$ cat src/design/ast_pkg.sv
`timescale 1ns / 1ps

package ast_pkg;

  localparam int VALUE_W = 32;
  localparam int STEP_W  = 32;
  localparam int KEY_W   = 16;
  localparam int RUN_W   = 4;
  localparam int REV_W   = 16;
  localparam int ENTRY_W = KEY_W + STEP_W;
  localparam int IN_W    = 104;
  localparam int OUT_W   = 88;
  localparam int CFG_IDX_W = 3;

  typedef enum logic [1:0] {
    KIND_ANSWER   = 2'd0,
    KIND_RESTART  = 2'd1,
    KIND_TABLE_WR = 2'd2
  } kind_t;

  localparam logic [1:0] DIR_INIT = 2'd0;
  localparam logic [1:0] DIR_DOWN = 2'd1;  // after a correct run
  localparam logic [1:0] DIR_UP   = 2'd2;  // after a wrong run

  localparam logic [CFG_IDX_W-1:0] CFG_DOWN_LEN    = 3'd0;
  localparam logic [CFG_IDX_W-1:0] CFG_UP_LEN      = 3'd1;
  localparam logic [CFG_IDX_W-1:0] CFG_LARGER_EASY = 3'd2;
  localparam logic [CFG_IDX_W-1:0] CFG_START_VALUE = 3'd3;
  localparam logic [CFG_IDX_W-1:0] CFG_STEP_MODE   = 3'd4;
  localparam logic [CFG_IDX_W-1:0] CFG_UP_COUNT    = 3'd5;
  localparam logic [CFG_IDX_W-1:0] CFG_DOWN_COUNT  = 3'd6;

  localparam logic [RUN_W-1:0] RUN_MAX = '1;
  localparam logic [REV_W-1:0] REV_MAX = '1;

  typedef enum logic {
    ALU_ADD,
    ALU_SUB
  } alu_op_t;

  typedef struct packed {
    alu_op_t                   op;
    logic signed [VALUE_W:0]   a;
    logic        [STEP_W-1:0]  b;
  } alu_req_t;

  typedef struct packed {
    logic                      ge0;
    logic        [VALUE_W-1:0] value;
  } alu_rsp_t;

endpackage

$ cat src/design/ast_step_mem.sv
`timescale 1ns / 1ps

module ast_step_mem #(
  parameter int DEPTH = 8,
  parameter int IDX_W = 3
) (
  input  logic                       clk,
  input  logic                       wr_en,
  input  logic                       wr_sel,
  input  logic [IDX_W-1:0]           wr_addr,
  input  logic [ast_pkg::ENTRY_W-1:0] wr_data,
  input  logic                       rd_en,
  input  logic                       rd_sel,
  input  logic [IDX_W-1:0]           rd_addr,
  output logic [ast_pkg::ENTRY_W-1:0] rd_data
);

  // index 0: up table, index 1: down table
  logic [ast_pkg::ENTRY_W-1:0] mem [2][DEPTH];

  always_ff @(posedge clk) begin
    if (wr_en) begin
      mem[wr_sel][wr_addr] <= wr_data;
    end
  end

  always_ff @(posedge clk) begin
    if (rd_en) begin
      rd_data <= mem[rd_sel][rd_addr];
    end
  end

endmodule

$ cat src/design/ast_alu.sv
`timescale 1ns / 1ps

module ast_alu (
  input  ast_pkg::alu_req_t req,
  output ast_pkg::alu_rsp_t rsp
);

  localparam int SUM_W = ast_pkg::VALUE_W + 2;

  logic signed [SUM_W-1:0] a_ext;
  logic signed [SUM_W-1:0] b_ext;
  logic signed [SUM_W-1:0] sum;
  logic                    in_range;

  assign a_ext = SUM_W'(req.a);
  assign b_ext = {2'b00, req.b};
  assign sum   = (req.op == ast_pkg::ALU_ADD) ? a_ext + b_ext : a_ext - b_ext;

  // in range when the bits above the value's sign all agree with it
  assign in_range = (sum[SUM_W-1:ast_pkg::VALUE_W-1] == '0) ||
                    (sum[SUM_W-1:ast_pkg::VALUE_W-1] == '1);

  always_comb begin
    rsp.ge0 = ~sum[SUM_W-1];
    if (in_range) begin
      rsp.value = sum[ast_pkg::VALUE_W-1:0];
    end else if (sum[SUM_W-1]) begin
      rsp.value = {1'b1, {(ast_pkg::VALUE_W-1){1'b0}}};
    end else begin
      rsp.value = {1'b0, {(ast_pkg::VALUE_W-1){1'b1}}};
    end
  end

endmodule

$ cat src/design/adaptive_staircase_tracker.sv
`timescale 1ns / 1ps
// Transformed up/down staircase tracker.
// Requests enter on s_tvalid/s_tready: s_tuser gives the kind (answer, restart,
// step table write) and the table select, s_tdata carries the fields. Every
// request yields exactly one result on m_tvalid/m_tready with the tracked value,
// step size, reversal flag, reversal count and direction.
// Configuration is written through cfg_we/cfg_index/cfg_data; the user must write it
// only while idle, the block itself does not enforce it. A table write or an
// unused kind goes through the finish state to the output register. An answer
// or a restart walks the selected step table entry by entry (memory read, then
// compare in the shared adder), at most TABLE_DEPTH entries; an answer with
// keep_step set skips the walk. s_tready is high only while the sequencer is idle.
// The output register parts the two sides: a new request is taken while a
// result waits; the sequencer holds its finished result until the register
// frees up, so a stalled receiver stalls the block after one request.
// Reset clears configuration to its defaults, the run state, the step and the
// output valid; step tables are undefined until written.
module adaptive_staircase_tracker #(
  parameter int TABLE_DEPTH = 8
) (
  input  logic                            clk,
  input  logic                            rst,
  input  logic                            s_tvalid,
  output logic                            s_tready,
  // correct, trial_number, used_value, keep_step, entry_index, entry_key, entry_step
  input  logic [ast_pkg::IN_W-1:0]        s_tdata,
  // kind, table_select
  input  logic [2:0]                      s_tuser,
  output logic                            m_tvalid,
  input  logic                            m_tready,
  // current_value, step_size, was_reversal, reversal_count, direction
  output logic [ast_pkg::OUT_W-1:0]       m_tdata,
  input  logic                            cfg_we,
  input  logic [ast_pkg::CFG_IDX_W-1:0]   cfg_index,
  input  logic [31:0]                     cfg_data
);

  localparam int IDX_W  = (TABLE_DEPTH > 1) ? $clog2(TABLE_DEPTH) : 1;
  localparam int IW_EXT = (IDX_W > 3) ? IDX_W : 3;
  localparam int LIM_W  = ($clog2(TABLE_DEPTH + 1) > 4) ? $clog2(TABLE_DEPTH + 1) : 4;
  localparam logic [IW_EXT:0]  DEPTH_IDX = (IW_EXT + 1)'(TABLE_DEPTH);
  localparam logic [LIM_W-1:0] DEPTH_LIM = LIM_W'(TABLE_DEPTH);

  typedef enum logic [2:0] {
    ST_IDLE,
    ST_RD,
    ST_CMP,
    ST_MOVE,
    ST_FIN
  } state_t;

  // request fields
  logic                              in_correct;
  logic [15:0]                       in_trial;
  logic [ast_pkg::VALUE_W-1:0]       in_used;
  logic                              in_keep;
  logic [2:0]                        in_entry_index;
  logic [ast_pkg::KEY_W-1:0]         in_entry_key;
  logic [ast_pkg::STEP_W-1:0]        in_entry_step;
  ast_pkg::kind_t                    in_kind;
  logic                              in_table_sel;

  assign in_correct     = s_tdata[0];
  assign in_trial       = s_tdata[16:1];
  assign in_used        = s_tdata[48:17];
  assign in_keep        = s_tdata[49];
  assign in_entry_index = s_tdata[52:50];
  assign in_entry_key   = s_tdata[68:53];
  assign in_entry_step  = s_tdata[100:69];
  assign in_kind        = ast_pkg::kind_t'(s_tuser[1:0]);
  assign in_table_sel   = s_tuser[2];

  // configuration
  logic [ast_pkg::RUN_W-1:0]   down_run_length;
  logic [ast_pkg::RUN_W-1:0]   up_run_length;
  logic                        larger_is_easier;
  logic [ast_pkg::VALUE_W-1:0] start_value;
  logic                        step_change_mode;
  logic [3:0]                  up_table_count;
  logic [3:0]                  down_table_count;

  always_ff @(posedge clk) begin
    if (rst) begin
      down_run_length  <= 4'd2;
      up_run_length    <= 4'd1;
      larger_is_easier <= 1'b0;
      start_value      <= '0;
      step_change_mode <= 1'b0;
      up_table_count   <= '0;
      down_table_count <= '0;
    end else if (cfg_we) begin
      unique case (cfg_index)
        ast_pkg::CFG_DOWN_LEN:    down_run_length  <= cfg_data[3:0];
        ast_pkg::CFG_UP_LEN:      up_run_length    <= cfg_data[3:0];
        ast_pkg::CFG_LARGER_EASY: larger_is_easier <= cfg_data[0];
        ast_pkg::CFG_START_VALUE: start_value      <= cfg_data;
        ast_pkg::CFG_STEP_MODE:   step_change_mode <= cfg_data[0];
        ast_pkg::CFG_UP_COUNT:    up_table_count   <= cfg_data[3:0];
        ast_pkg::CFG_DOWN_COUNT:  down_table_count <= cfg_data[3:0];
        default: ;
      endcase
    end
  end

  // tracker state
  state_t                      state;
  logic [ast_pkg::RUN_W-1:0]   correct_run;
  logic [ast_pkg::RUN_W-1:0]   wrong_run;
  logic [1:0]                  track_direction;
  logic [ast_pkg::REV_W-1:0]   reversals;
  logic [ast_pkg::VALUE_W-1:0] tracked_value;
  logic [ast_pkg::STEP_W-1:0]  current_step;
  logic                        was_reversal;
  logic                        move_pend;
  logic                        increase;
  logic [ast_pkg::KEY_W-1:0]   threshold;
  logic                        walk_sel;
  logic [LIM_W-1:0]            walk_idx;
  logic [LIM_W-1:0]            walk_lim;

  // answer update, worked out on the accepted request
  logic [ast_pkg::RUN_W-1:0]   ans_correct_run;
  logic [ast_pkg::RUN_W-1:0]   ans_wrong_run;
  logic [1:0]                  ans_dir;
  logic                        ans_rev;
  logic                        ans_move;
  logic                        ans_inc;
  logic [ast_pkg::REV_W-1:0]   ans_reversals;

  always_comb begin
    ans_correct_run = '0;
    ans_wrong_run   = '0;
    if (in_correct) begin
      ans_correct_run = (correct_run == ast_pkg::RUN_MAX) ? correct_run
                                                          : correct_run + 1'b1;
    end else begin
      ans_wrong_run = (wrong_run == ast_pkg::RUN_MAX) ? wrong_run : wrong_run + 1'b1;
    end
    ans_dir  = track_direction;
    ans_rev  = 1'b0;
    ans_move = 1'b1;
    ans_inc  = 1'b0;
    priority if (ans_correct_run == down_run_length) begin
      ans_inc         = ~larger_is_easier;
      ans_correct_run = '0;
      ans_rev         = (track_direction == ast_pkg::DIR_UP);
      ans_dir         = ast_pkg::DIR_DOWN;
    end else if (ans_wrong_run == up_run_length) begin
      ans_inc       = larger_is_easier;
      ans_wrong_run = '0;
      ans_rev       = (track_direction == ast_pkg::DIR_DOWN);
      ans_dir       = ast_pkg::DIR_UP;
    end else begin
      ans_move = 1'b0;
    end
    ans_reversals = (ans_rev && reversals != ast_pkg::REV_MAX) ? reversals + 1'b1
                                                               : reversals;
  end

  function automatic logic [LIM_W-1:0] cap_count(input logic [3:0] cnt);
    logic [LIM_W-1:0] c;
    c = LIM_W'(cnt);
    return (c > DEPTH_LIM) ? DEPTH_LIM : c;
  endfunction

  // step table memory
  logic [IW_EXT-1:0]            wr_idx_ext;
  logic                         mem_wr_en;
  logic                         mem_rd_en;
  logic [ast_pkg::ENTRY_W-1:0]  mem_rd_data;
  logic [ast_pkg::KEY_W-1:0]    rd_key;
  logic [ast_pkg::STEP_W-1:0]   rd_step;
  logic                         accept;

  assign accept     = s_tvalid && s_tready;
  assign wr_idx_ext = IW_EXT'(in_entry_index);
  assign mem_wr_en  = accept && (in_kind == ast_pkg::KIND_TABLE_WR) &&
                      ({1'b0, wr_idx_ext} < DEPTH_IDX);
  assign mem_rd_en  = (state == ST_RD) && (walk_idx != walk_lim);
  assign rd_key     = mem_rd_data[ast_pkg::ENTRY_W-1:ast_pkg::STEP_W];
  assign rd_step    = mem_rd_data[ast_pkg::STEP_W-1:0];

  ast_step_mem #(
    .DEPTH (TABLE_DEPTH),
    .IDX_W (IDX_W)
  ) u_mem (
    .clk     (clk),
    .wr_en   (mem_wr_en),
    .wr_sel  (in_table_sel),
    .wr_addr (wr_idx_ext[IDX_W-1:0]),
    .wr_data ({in_entry_key, in_entry_step}),
    .rd_en   (mem_rd_en),
    .rd_sel  (walk_sel),
    .rd_addr (walk_idx[IDX_W-1:0]),
    .rd_data (mem_rd_data)
  );

  // shared adder: key compare during the walk, saturating step at the end
  ast_pkg::alu_req_t alu_req;
  ast_pkg::alu_rsp_t alu_rsp;

  always_comb begin
    if (state == ST_MOVE) begin
      alu_req.op = increase ? ast_pkg::ALU_ADD : ast_pkg::ALU_SUB;
      alu_req.a  = {tracked_value[ast_pkg::VALUE_W-1], tracked_value};
      alu_req.b  = current_step;
    end else begin
      alu_req.op = ast_pkg::ALU_SUB;
      alu_req.a  = (ast_pkg::VALUE_W + 1)'(threshold);
      alu_req.b  = ast_pkg::STEP_W'(rd_key);
    end
  end

  ast_alu u_alu (
    .req (alu_req),
    .rsp (alu_rsp)
  );

  assign s_tready = (state == ST_IDLE);

  always_ff @(posedge clk) begin
    if (rst) begin
      state           <= ST_IDLE;
      m_tvalid        <= 1'b0;
      correct_run     <= '0;
      wrong_run       <= '0;
      track_direction <= ast_pkg::DIR_INIT;
      reversals       <= '0;
      tracked_value   <= '0;
      current_step    <= '0;
      was_reversal    <= 1'b0;
      move_pend       <= 1'b0;
      walk_idx        <= '0;
      walk_lim        <= '0;
    end else begin
      if (m_tvalid && m_tready && state != ST_FIN) begin
        m_tvalid <= 1'b0;
      end
      unique case (state)
        ST_IDLE: begin
          if (s_tvalid) begin
            was_reversal <= 1'b0;
            move_pend    <= 1'b0;
            walk_idx     <= '0;
            unique case (in_kind)
              ast_pkg::KIND_ANSWER: begin
                tracked_value   <= in_used;
                correct_run     <= ans_correct_run;
                wrong_run       <= ans_wrong_run;
                track_direction <= ans_dir;
                reversals       <= ans_reversals;
                was_reversal    <= ans_rev;
                move_pend       <= ans_move;
                increase        <= ans_inc;
                threshold       <= step_change_mode ? in_trial : ans_reversals;
                walk_sel        <= (ans_dir == ast_pkg::DIR_DOWN);
                walk_lim        <= cap_count((ans_dir == ast_pkg::DIR_DOWN) ?
                                             down_table_count : up_table_count);
                state           <= in_keep ? ST_MOVE : ST_RD;
              end
              ast_pkg::KIND_RESTART: begin
                tracked_value   <= start_value;
                correct_run     <= '0;
                wrong_run       <= '0;
                track_direction <= ast_pkg::DIR_INIT;
                reversals       <= '0;
                threshold       <= '0;
                walk_sel        <= 1'b0;
                walk_lim        <= cap_count(up_table_count);
                state           <= ST_RD;
              end
              default: begin
                state <= ST_FIN;
              end
            endcase
          end
        end
        ST_RD: begin
          state <= (walk_idx == walk_lim) ? ST_MOVE : ST_CMP;
        end
        ST_CMP: begin
          // stop at the first key above the threshold
          if (alu_rsp.ge0) begin
            current_step <= rd_step;
            walk_idx     <= walk_idx + 1'b1;
            state        <= ST_RD;
          end else begin
            state <= ST_MOVE;
          end
        end
        ST_MOVE: begin
          if (move_pend) begin
            tracked_value <= alu_rsp.value;
          end
          state <= ST_FIN;
        end
        ST_FIN: begin
          // hold until the output register is free
          if (!m_tvalid || m_tready) begin
            m_tvalid <= 1'b1;
            m_tdata  <= {5'b0, track_direction, reversals, was_reversal,
                         current_step, tracked_value};
            state    <= ST_IDLE;
          end
        end
        default: state <= ST_IDLE;
      endcase
    end
  end

`ifndef ASSERT_OFF
  a_busy_after_accept: assert property (@(posedge clk) disable iff (rst)
    s_tvalid && s_tready |=> !s_tready)
    else $error("sequencer took a request while busy");

  a_walk_in_bounds: assert property (@(posedge clk) disable iff (rst)
    walk_idx <= walk_lim && walk_lim <= DEPTH_LIM)
    else $error("table walk ran past its limit");

  a_reversal_has_direction: assert property (@(posedge clk) disable iff (rst)
    m_tvalid && m_tdata[64] |-> m_tdata[82:81] != ast_pkg::DIR_INIT)
    else $error("reversal reported with initial direction");

  a_fin_loads_output: assert property (@(posedge clk) disable iff (rst)
    state == ST_FIN && !m_tvalid |=> m_tvalid && state == ST_IDLE)
    else $error("finished result not loaded into free output register");
`endif

endmodule
$ cat config.mk
export PLATFORM = sky130hd
export DESIGN_NAME = adaptive_staircase_tracker
export DESIGN_NICKNAME = d
export VERILOG_FILES = /design/src/design/ast_pkg.sv /design/src/design/ast_step_mem.sv /design/src/design/ast_alu.sv /design/src/design/adaptive_staircase_tracker.sv
export SDC_FILE = /design/constraint.sdc
export NUM_CORES = 1
export LEC_CHECK = 0
export ABC_CLOCK_PERIOD_IN_PS = 8000
export BUFFER_PORTS_ARGS = -buffer_cell sky130_fd_sc_hd__buf_2
export CAP_MARGIN = 25
export CORE_MARGIN = 2
export CORE_UTILIZATION = 55
export DETAILED_ROUTE_END_ITERATION = 6
export GPL_TIMING_DRIVEN = 0
export HOLD_SLACK_MARGIN = 0.12
export PLACE_DENSITY = 0.73
export RECOVER_POWER = 25
export SYNTH_ARGS = -nofsm -noshare
export SYNTH_HDL_FRONTEND = slang
export SYNTH_SLANG_ARGS = --single-unit
$ cat constraint.sdc
create_clock -name clk -period 8 [get_ports clk]
set_input_delay 0.4 -clock clk [delete_from_list [all_inputs] [get_ports clk]]
set_output_delay 0.4 -clock clk [all_outputs]
set_load 0.02 [all_outputs]
==> results of run 1 <==
[cell type report]
class,instances,area share (%)
inverters,22,0.158
diodes,1,0.00479
repair buffers,388,6.05
well taps,1050,2.51
multi-input cells,1486,24.8
clock inverters,58,1.11
clock buffers,138,5.44
plain buffers,159,1.30
flip-flops and latches,1072,58.6
[stage by stage]
stage | cell area [µm²] | hold slack, ns
3_3_place_gp | 46700 | 0.416
6_report | 52200 | 0.151
5_1_grt | 52200 | 0.172
3_5_place_dp | 47800 | 0.430
2_1_floorplan | 44200 | 0.403
4_1_cts | 52100 | 0.127
[worst paths after layout]
check / slack, ns / cells past startpoint / to
setup reg to reg: 0.46 / 25 / tracked_value[20]
hold reg to reg: 0.44 / 0 / m_tdata[78]
setup / recovery: 0.46 / 25 / tracked_value[20]
hold / removal: 0.15 / 3 / threshold[11]
[power by group through the flow]
| stage | Combinational [mW] | Sequential, mW | Clock, mW |
|---|---|---|---|
| after global routing | 0.865 | 6.19 | 5.20 |
| after floorplan | 0.443 | 6.29 | 0 |
| final | 0.805 | 6.19 | 4.94 |
| after global placement | 0.708 | 6.31 | 0 |
| after detailed placement | 0.745 | 6.30 | 0 |
| after CTS | 0.790 | 6.18 | 4.99 |
[cells in the mapped netlist, types with 8 or more instances]
cell      count  share of area [%]
nand2b_1     19               0.27
nor2_1      107               0.91
edfxtp_1    917                 62
nand3b_1      9               0.15
clkbuf_1    113               0.96
mux2i_1      22               0.50
o31ai_1      13               0.22
nor2b_1       9               0.13
and3_1       11               0.16
or3_1        10               0.14
o211ai_1     10               0.17
dfxtp_1     155                7.0
o21bai_1     13               0.22
xnor2_1      48               0.95
a21o_1       10               0.17
nand2_1     344                2.9
o21ai_0      59               0.67
a21oi_1     178                2.0
nand3_1      31               0.35
a31oi_1      56               0.79
nand4_1      17               0.24
nor4_1        8               0.11
nor3_1       32               0.36
buf_1        24               0.20
mux4_2      240                 12
and2_1       21               0.30
a211oi_2     20               0.57
a211oi_1     14               0.24
ha_1         38                1.1
xor2_1       30               0.59
buf_2         8              0.091
inv_1        21               0.18
buf_4         8               0.14
[cells in the final DEF, fill, tap and decap left out, types with 31 or more instances in the layout]
master	n
a31oi_1	56
mux4_2	240
nand2_1	344
a21oi_1	178
edfxtp_1	917
clkbuf_1	167
buf_2	205
clkbuf_16	107
dlygate4sd3_1	83
dfxtp_1	155
o21ai_0	59
buf_6	37
xnor2_1	48
ha_1	38
nor2_1	95
nand3_1	31
[what timing repair did]
| item | 4_1_cts | 5_1_grt |
|---|---|---|
| hold endpoints to repair | 815 | 0 |
| setup endpoints to repair | 8 | 37 |
| gates resized for setup | 1 | 3 |
| hold buffers | 83 | 0 |
| cloned | 0 | 0 |
| buffers inserted | 0 | 0 |
[per-layer routing]
layer | vias to the layer above | GRT usage [%] | wire (µm)
met5 | - | 0 | 41
met4 | 6 | 11.1 | 4580
met3 | 281 | 4.43 | 9910
met2 | 1568 | 52.9 | 63800
met1 | 13900 | 37.9 | 45100
li1 | 11800 | - | -
[cells by family after synthesis]
family,count (synthesis)
muxes,268
other,1
DFF,1072
xor gates and xnor gates,79
AOI/OAI and AO/OA,437
buffers and inverters,181
and+or+nand+nor,658
adders and majority gates,39
[sequential cells by signal, indices dropped and copies added (netlist names), 2 cells and up, named ones only]
register	flops
walk_lim	4
start_value	32
up_run_length	4
track_direction	2
u_mem.mem	768
threshold	16
down_run_length	4
m_tdata	83
wrong_run	4
reversals	16
down_table_count	4
current_step	32
state	3
u_mem.rd_data	48
up_table_count	4
tracked_value	32
correct_run	4
walk_idx	4
[worst register-to-register path: stages (launching register included)]
cell,delay (ns)
dfxtp_1,0.45
nand3b_4,0.25
buf_6,0.20
clkbuf_2,0.40
clkbuf_1,0.61
mux2i_1,0.35
ha_1,0.29
o2111ai_2,0.24
nor4_4,0.49
o2111ai_1,0.29
or2_1,0.34
o31ai_2,0.21
xnor2_1,0.14
nand2_1,0.07
ha_1,0.40
a21o_1,0.22
a31o_2,0.22
a21oi_1,0.25
mux2_2,0.37
a311oi_1,0.25
o211ai_1,0.22
o211ai_2,0.45
buf_6,0.23
buf_4,0.19
nand2_1,0.09
a211oi_2,0.23
==> summary.md, run 1 <==
| Metric | Value |
|---|---|
| Outcome | finished clean |
| Root buf cell | clkbuf_16 |
| Detailed Routing Iterations Pass 1 | 6 |
| Warnings from Yosys | 0 |
| Peak Freq | between 0.1 and 0.15 GHz |
| Combinational share of power | 6.7% |
| Setup Viol. Count Final | 0 |
| Number of flops mapped to enable cells by yosys | about 900 |
| Int Power | ~9.3 mW |
| Vias in the first global route | approximately 28000 |
| Post-Route Setup TNS | 0 ns |
| Yosys cell types | between 90 and 100 |
| Mapped Avg Cell Area | between 15 and 20 µm² |
| Global-route wire length before repair | 180000 µm |
| Worst Path Buf+Inv | 5 |
| P&R area growth vs syn | 18.2% |
| Initial core utilization | roughly 56% |
| I/O Pins | 237 |
| Leakage | around 17 nW |
| Max-slew violations | 0 |
| Critical Path Slowest Stage Cell | clkbuf_1 |
| Mapped Area | about 44000 µm² |
| Initial antenna violation count | 5 |
| Switch share | 22.3% |
| Pin count of the biggest net entering global routing | 26 |
| Worst EP required | approximately 8.6 ns |
| Family with the most delay on the worst path | compound AO/OA/AOI/OAI gates |
| Post-synthesis adder-cell area fraction | approximately 1.1% |
| Final Util | 65.9% |
| Crit-path max FO | 10 |
| FILL cells | 5257 |
| CP Data Arrival Time | ~8.1 ns |
| Drt drc | 0 |
| Total power | 11.9 mW |
| Proportion of synthesized area in mux cells | about an eighth |
| Largest family of logic cells by synthesized area | multiplexers |
| Detailed Route WL | between 100000 and 150000 µm |
| Worst R2R Start | state[2] |
| Clock Path Buffers | 3 |
| # rows | between 100 and 150 |
| Max incr delay on CP | a little over 0.6 ns |
| Placer Congestion | 0.979 |
| DR iter-0 viols | a little under 3000 |
| Max cap viols | 0 |
| Cells after DPL | 4079 |
| Multi-input logic area | roughly 13000 µm² |
| Synth Register Bits | 1072 |
| Sink Count | around 1100 |
| Synth Area in Simple Gates | under 10% |
| Routed via count | 27500 |
| HPWL after DPL | a little over 80000 µm |
| Synth Area in Compound Gates | 6.43% |
| Register area | 30600 µm² |
| Worst-path clk slew | around 0.060 ns |
| RSZ-0062 raised after global routing | false |
| Routed wire length per instance | 28.2 µm |
| Register area share after synthesis | just under 70% |
| Final Skew | about 0.021 ns |
| Final std cells w/o fill | roughly 4400 |
| Least-Margin Pin Slew | ~1.1 ns |
| Startpoint types | register |
| Worst setup margin | roughly 0.46 ns |
| Relative slew slack | approximately a quarter |
| Height of the chip | between 200 and 300 µm |
| GR Util All Layers | 30.1% |
| Final worst-path cycle share | 94.2% |
| Share of total power in the clock network | between 40% and 50% |
| CTS tree | done |
| Psw | 2.66 mW |
| Die area | ~83000 µm² |
| Worst vdd ir | roughly 160 µV |
| Cells after Synth | between 2000 and 3000 |
| Hold Violations, Final | 0 |
| Post-layout min period | around 7.5 ns |
| Critical path start-end classification | register to register |
| Crit path from | state[2] |
| Grt ovf | 0 |
| I/O Buffers | 226 |
| Share of synthesized flip-flops with an asynchronous set or reset | 0% |
| Top_reg_cell synth | edfxtp_1 |
| Vias per cell | between 6 and 7 |
| Die Wd | 287 µm |
| Routed Antenna Nets | 0 |
| Core area | about 79000 µm² |
| TritonCTS Buffers | approximately 100 |
| Synth Area in XOR/XNOR | under 10% |
| Post-place setup slack | 0.0255 ns |
| Worst Hold Class | primary input to register |
| Share of cells above drive strength 1 | 23.2% |
| # H-tree levels | 3 |
| Net count, final | 3419 |
| Hold Path Origin | s_tdata[12] |
| PwrDens | ~230 nW/µm² |
| Latest clock arrival within the worst-skew pair | 0.68 ns |
| Reg power frac | 51.9% |
| Crit end category | register |
Note: power is estimated with default switching activity, not from simulation.
==> inputs of run 2 (changes only) <==
--- a/config.mk
+++ b/config.mk
@@ -5,15 +5,15 @@
 export SDC_FILE = /design/constraint.sdc
 export NUM_CORES = 1
 export LEC_CHECK = 0
-export ABC_CLOCK_PERIOD_IN_PS = 8000
+export ABC_CLOCK_PERIOD_IN_PS = 8290
 export BUFFER_PORTS_ARGS = -buffer_cell sky130_fd_sc_hd__buf_2
 export CAP_MARGIN = 25
-export CORE_MARGIN = 2
-export CORE_UTILIZATION = 55
+export CORE_MARGIN = 1.5
+export CORE_UTILIZATION = 59
 export DETAILED_ROUTE_END_ITERATION = 6
 export GPL_TIMING_DRIVEN = 0
 export HOLD_SLACK_MARGIN = 0.12
-export PLACE_DENSITY = 0.73
+export PLACE_DENSITY = 0.74
 export RECOVER_POWER = 25
 export SYNTH_ARGS = -nofsm -noshare
 export SYNTH_HDL_FRONTEND = slang
==> constraint.sdc (replaced) <==
create_clock -name clk -period 8.29 [get_ports clk]
set_input_delay 0.4145 -clock clk [delete_from_list [all_inputs] [get_ports clk]]
set_output_delay 0.4145 -clock clk [all_outputs]
set_load 0.02 [all_outputs]
==> summary.md, run 2 (same netlist as run 1, synthesis figures left out) <==
| Metric | Value |
|---|---|
| Outcome | finished clean |
| Reg2reg end | tracked_value[16] |
| Crit-path max FO | 10 |
| Share of cells above drive strength 1 | 23.7% |
| Worst Hold Depth | 3 |
| Least-Margin Pin Slew | 1.08 ns |
| CP Data Arrival Time | about 8.2 ns |
| Hold Violations, Final | 0 |
| Relative slew slack | between 20% and 30% |
| Drt drc | 0 |
| GR Util All Layers | approximately a third |
| DR iter-0 viols | ~3500 |
| Leakage | approximately 17 nW |
| Post-layout min period | just under 8 ns |
| I/O Pins | 237 |
| Largest register FFs | roughly 770 |
| # H-tree levels | 3 |
| Worst vdd ir | 211 µV |
| Root buf cell | clkbuf_16 |
| Peak Freq | 0.130 GHz |
| R2R cell count | 25 |
| Detailed Route WL | approximately 130000 µm |
| I/O Buffers | roughly 230 |
| PwrDens | between 200 and 250 nW/µm² |
| Largest Register | u_mem.mem |
| RSZ-0062 raised after global routing | false |
| Worst R2R Start | state[2] |
| Core area | ~74000 µm² |
| Reg power frac | a little over 50% |
| Final std cells w/o fill | around 4300 |
| Detailed Routing Iterations Pass 1 | 5 |
| Share of total power in the clock network | between 40% and 50% |
| P&R area growth vs syn | 18.6% |
| Die area | 76600 µm² |
| Switch share | around 22% |
| Initial antenna violation count | 4 |
| Global-route wire length before repair | ~180000 µm |
| Max-slew violations | 0 |
| Final worst-path cycle share | 92.9% |
| Hold worst-path end | threshold[7] |
| Worst-path clk slew | 0.06 ns |
| Hold Path Origin | s_tdata[8] |
| Grt ovf | 0 |
| Height of the chip | 277 µm |
| Vias in the first global route | approximately 28000 |
| Crit end category | register |
| Net count, final | about 3400 |
| Final Skew | 0.0293 ns |
| TritonCTS Buffers | 104 |
| Biggest regs | u_mem.mem: 768 flops, m_tdata: 83 flops, u_mem.rd_data: 48 flops |
| Sink Count | between 1000 and 1500 |
| Critical path start-end classification | register to register |
| Routed wire length per instance | between 20 and 30 µm |
| Placer Congestion | ~0.95 |
| Commonest non-fill, non-tap cell in the layout | edfxtp_1 |
| Cells after DPL | 4002 |
| Placed Instance Area | 47700 µm² |
| Startpoint types | register |
| Routed Antenna Nets | 0 |
| Latest clock arrival within the worst-skew pair | a little under 0.7 ns |
| Vias per cell | between 6 and 7 |
| Combinational share of power | between 6 and 7% |
| Setup Viol. Count Final | 0 |
| Worst EP required | 8.81 ns |
| Post-place setup slack | around 0.30 ns |
| HPWL after DPL | a little over 80000 µm |
| Routed via count | ~28000 |
| Max cap viols | 0 |
| # rows | 100 |
| Worst Hold Class | primary input to register |
| Post-route cell area | around 52000 µm² |
| Psw | about 2.6 mW |
| Initial core utilization | 59.5% |
| R2R Setup Slk | ~0.59 ns |
| Most frequent cells in the layout | edfxtp_1, nand2_1, mux4_2 |
| Die Wd | 277 µm |
| Worst setup margin | 0.586 ns |
| Int Power | about 9 mW |
| Pin count of the biggest net entering global routing | 28 |
| Clock Path Buffers | 3 |
| CTS tree | done |
==> run 2: cell types whose count changed in the layout (fill, tap and decap cells not counted), sizes merged, moves of 2 or more <==
cell / previous run / this run
clkinv: 42 / 40
bufinv: 10 / 19
clkbuf: 282 / 280
clkinvlp: 3 / 5
dlygate4sd3: 83 / 80
diode: 1 / 3
==> run 2: how the worst max path moves through the flow <==
stage / start / end / slack, ns / cells past startpoint
after floorplan: rst / m_tdata[0] / 0.56 / 4
after global placement: rst / m_tdata[47] / -2.96 / 4
after detailed placement: state[2] / tracked_value[16] / 0.30 / 25
after CTS: state[2] / tracked_value[22] / 0.22 / 26
after global routing: state[2] / tracked_value[10] / 0.20 / 26
final: state[2] / tracked_value[16] / 0.59 / 25
==> run 2: stage by stage <==
step	setup TNS [ns]	utilization (%)	power, mW	hold slack (ns)
global route	0	70.5	12.2	0.192
global placement	-498.13	62.6	6.77	0.416
CTS	0	70.3	11.9	0.123
floorplan	0	-	6.50	0.403
finish	0	70.6	11.9	0.161
detailed placement	0	64.2	6.80	0.410
==> run 2: cell type report <==
type,instances,area [µm²]
Inverter,22,82.6
Sequential cell,1072,30600
Clock buffer,132,2830
Buffer,159,678
Clock inverter,66,918
Multi-Input combinational cell,1486,12900
Antenna cell,3,7.51
Timing Repair Buffer,388,3130
Fill cell,4699,21900
Tap cell,969,1210
==> run 2: metal layers <==
metal,GRT usage [%],vias up,wire length (µm)
met4,14.3,4,5110
met5,0,-,27
met1,42.0,14000,46200
met2,57.1,1619,64900
met3,4.93,320,9810
li1,-,11800,-
==> run 2: timing repair <==
action                     in CTS  in global routing
hold buffers                   80                  0
resized for setup               0                  4
setup endpoints to repair       0                 53
setup buffers                   0                  0
hold endpoints to repair      796                  0
==> run 2: worst max-delay path, stage by stage (launching register included) <==
cell and delay (ns):
dfxtp_1 0.48, nand3b_4 0.25, buf_6 0.19, clkbuf_2 0.41
clkbuf_1 0.57, mux2i_1 0.33, ha_1 0.27, o2111ai_2 0.24
nor4_4 0.49, o21ai_1 0.14, or3_1 0.36, o21ai_0 0.24
xnor2_1 0.23, nand2_1 0.14, ha_1 0.31, clkbuf_1 0.27
nand2_1 0.15, nor4_1 0.62, o2111ai_1 0.22, nand2_1 0.18
o21ai_0 0.15, xor2_1 0.37, a22oi_4 0.15, nor3_4 0.44
buf_6 0.26, a211oi_2 0.08
==> run 2: power groups by stage <==
| stage | logic [mW] | registers [mW] | clock network, mW |
|---|---|---|---|
| finish | 0.775 | 5.97 | 5.13 |
| CTS | 0.764 | 5.96 | 5.17 |
| floorplan | 0.428 | 6.07 | 0 |
| global placement | 0.683 | 6.08 | 0 |
| global route | 0.832 | 5.97 | 5.38 |
| detailed placement | 0.719 | 6.08 | 0 |
==> inputs of run 3 (changes only) <==
--- a/config.mk
+++ b/config.mk
@@ -13,7 +13,7 @@
 export DETAILED_ROUTE_END_ITERATION = 6
 export GPL_TIMING_DRIVEN = 0
 export HOLD_SLACK_MARGIN = 0.12
-export PLACE_DENSITY = 0.74
+export PLACE_DENSITY = 0.81
 export RECOVER_POWER = 25
 export SYNTH_ARGS = -nofsm -noshare
 export SYNTH_HDL_FRONTEND = slang
==> summary.md, run 3 (same netlist as run 1, synthesis figures left out) <==
| Metric | Value |
|---|---|
| Least-Margin Pin Slew | 1.11 ns |
| Critical Path Slowest Stage Cell | clkdlybuf4s15_1 |
| Routed wire length per instance | between 30 and 40 µm |
| Hold Violations, Final | 0 |
| Pin count of the biggest net entering global routing | 26 |
| Detailed Route WL | 133000 µm |
| Switch share | a little under a quarter |
| Biggest regs | u_mem.mem: 768 flops, m_tdata: 83 flops, u_mem.rd_data: 48 flops |
| Max-slew violations | 0 |
| Worst EP required | 8.80 ns |
| Core area | roughly 74000 µm² |
| Commonest non-fill, non-tap cell in the layout | edfxtp_1 |
| Post-Route Setup TNS | 0 ns |
| Initial antenna violation count | 5 |
| GRT met2 Usage | 60.4% |
| Setup Buffers After CTS | 0 |
| Latest clock arrival within the worst-skew pair | approximately 0.7 ns |
| Met1 usage | between 40% and 50% |
| Critical path start-end classification | register to register |
| Crit end category | register |
| Worst vdd ir | 196 µV |
| Global-route wire length before repair | around 190000 µm |
| Routed Antenna Nets | 0 |
| Vias in the first global route | 29000 |
| I/O Pins | between 200 and 250 |
| FILL cells | between 4000 and 5000 |
| I/O Buffers | between 200 and 250 |
| Die area | about 77000 µm² |
| Psw | ~2.7 mW |
| Multi-input logic area | roughly 13000 µm² |
| RSZ-0062 raised after global routing | false |
| GR Util All Layers | a little over a third |
| Largest Register | u_mem.mem |
| Reg power frac | approximately half |
| Total power | 11.7 mW |
| Worst-path clk slew | 0.06 ns |
| Largest register FFs | between 700 and 800 |
| Max incr delay on CP | between 0.7 and 0.8 ns |
| PwrDens | 224 nW/µm² |
| Top cell by count, worst path | nand2_1 |
| TritonCTS Buffers | roughly 110 |
| CP Data Arrival Time | roughly 8.5 ns |
| Final Skew | 0.0292 ns |
| Clock Path Buffers | 3 |
| Post-place setup slack | ~0.52 ns |
| Vias per cell | between 6 and 7 |
| # H-tree levels | 3 |
| Met3 GRT Util | 6.18% |
| Combinational share of power | between 6 and 7% |
| GRT busiest layer | met2 |
| Final worst-path cycle share | a little over nine tenths |
| Share of cells above drive strength 1 | approximately a quarter |
| P&R area growth vs syn | 18.2% |
| HPWL after DPL | 85000 µm |
| DR iter-0 viols | around 3400 |
| Worst Hold Class | primary input to register |
| Post-layout min period | around 8 ns |
| Register area | about 31000 µm² |
| Share of total power in the clock network | around 42% |
| Relative slew slack | between 20 and 30% |
| Sink Count | approximately 1100 |
| Leakage | about 17 nW |
| Most frequent cells in the layout | edfxtp_1, nand2_1, mux4_2 |
| Peak Freq | 0.125 GHz |
| Crit-path max FO | 10 |
| Routed via count | 28400 |
| Initial core utilization | about three fifths |
| Die Wd | 277 µm |
| Worst setup margin | between 0.2 and 0.3 ns |
| Grt ovf | 0 |
| Root buf cell | clkbuf_16 |
| Startpoint types | register |
| Setup Viol. Count Final | 0 |
| Height of the chip | between 200 and 300 µm |
| Placer Congestion | roughly 0.94 |
| Detailed Routing Iterations Pass 1 | 6 |
| Int Power | ~9.0 mW |
| # rows | 100 |
| Drt drc | 0 |
| Net count, final | approximately 3400 |
| Outcome | finished clean |
| CTS tree | done |
| Max cap viols | 0 |
run 3: cell types whose count changed in the layout (fill, tap and decap cells not counted), moves of 5 or more:
cell,delta
buf_4,-5
bufinv_16,-5
clkinv_1,+5
clkbuf_8,-5
run 3: final cells by class:
cell class	count	share of cell area (%)
sequential	1072	58.7
multi-input combinational	1486	24.8
timing repair buffer	387	6.03
clock buffer	129	5.28
tap	969	2.32
clock inverter	68	1.47
buffer	159	1.31
inverter	22	0.158
antenna	2	0.00958
run 3: per-layer routing:
layer	routed length, µm	vias to the layer above
li1	-	11700
met5	57	-
met2	67800	2034
met3	12100	427
met4	7160	8
met1	46300	14200
run 3: power groups by stage:
stage / Sequential [mW] / Combinational (mW) / Clock (mW)
after floorplan: 6.07 / 0.428 / 0
after global placement: 6.09 / 0.675 / 0
after detailed placement: 6.08 / 0.718 / 0
after CTS: 5.97 / 0.766 / 4.95
after global routing: 5.97 / 0.839 / 5.16
final: 5.97 / 0.788 / 4.93
run 3: worst paths after layout:
check                start                 to  slack (ns)  cells past startpoint
max               state[2]  tracked_value[23]        0.28                     25
min reg2reg  reversals[13]        m_tdata[78]        0.44                      0
max reg2reg       state[2]  tracked_value[23]        0.28                     25
min            s_tdata[15]      threshold[14]        0.14                      3
run 3: worst max-delay path, delay by kind of cell, from the launching register on:
kind	cells	cell delay [ns]
buf+inv	5	2.05
flops	1	0.44
mux	1	0.37
compound gates	7	1.22
xor+xnor	2	0.59
simple gates	8	2.59
fa+ha+maj	2	0.57
run 3: repair_timing:
item,CTS,global route
hold buffers,80,0
endpoints found under the setup margin,0,30
resized for setup,0,3
endpoints found under the hold margin,708,0
run 3: stage by stage:
step / instances / utilization (%) / cell area [µm²] / hold slack [ns]
2_1_floorplan: 2739 / - / 44200 / 0.403
3_3_place_gp: 3934 / 62.6 / 46600 / 0.418
3_5_place_dp: 3995 / 64.1 / 47600 / 0.434
4_1_cts: 4272 / 69.9 / 52000 / 0.122
5_1_grt: 4293 / 70.3 / 52200 / 0.160
6_report: 4294 / 70.3 / 52200 / 0.137
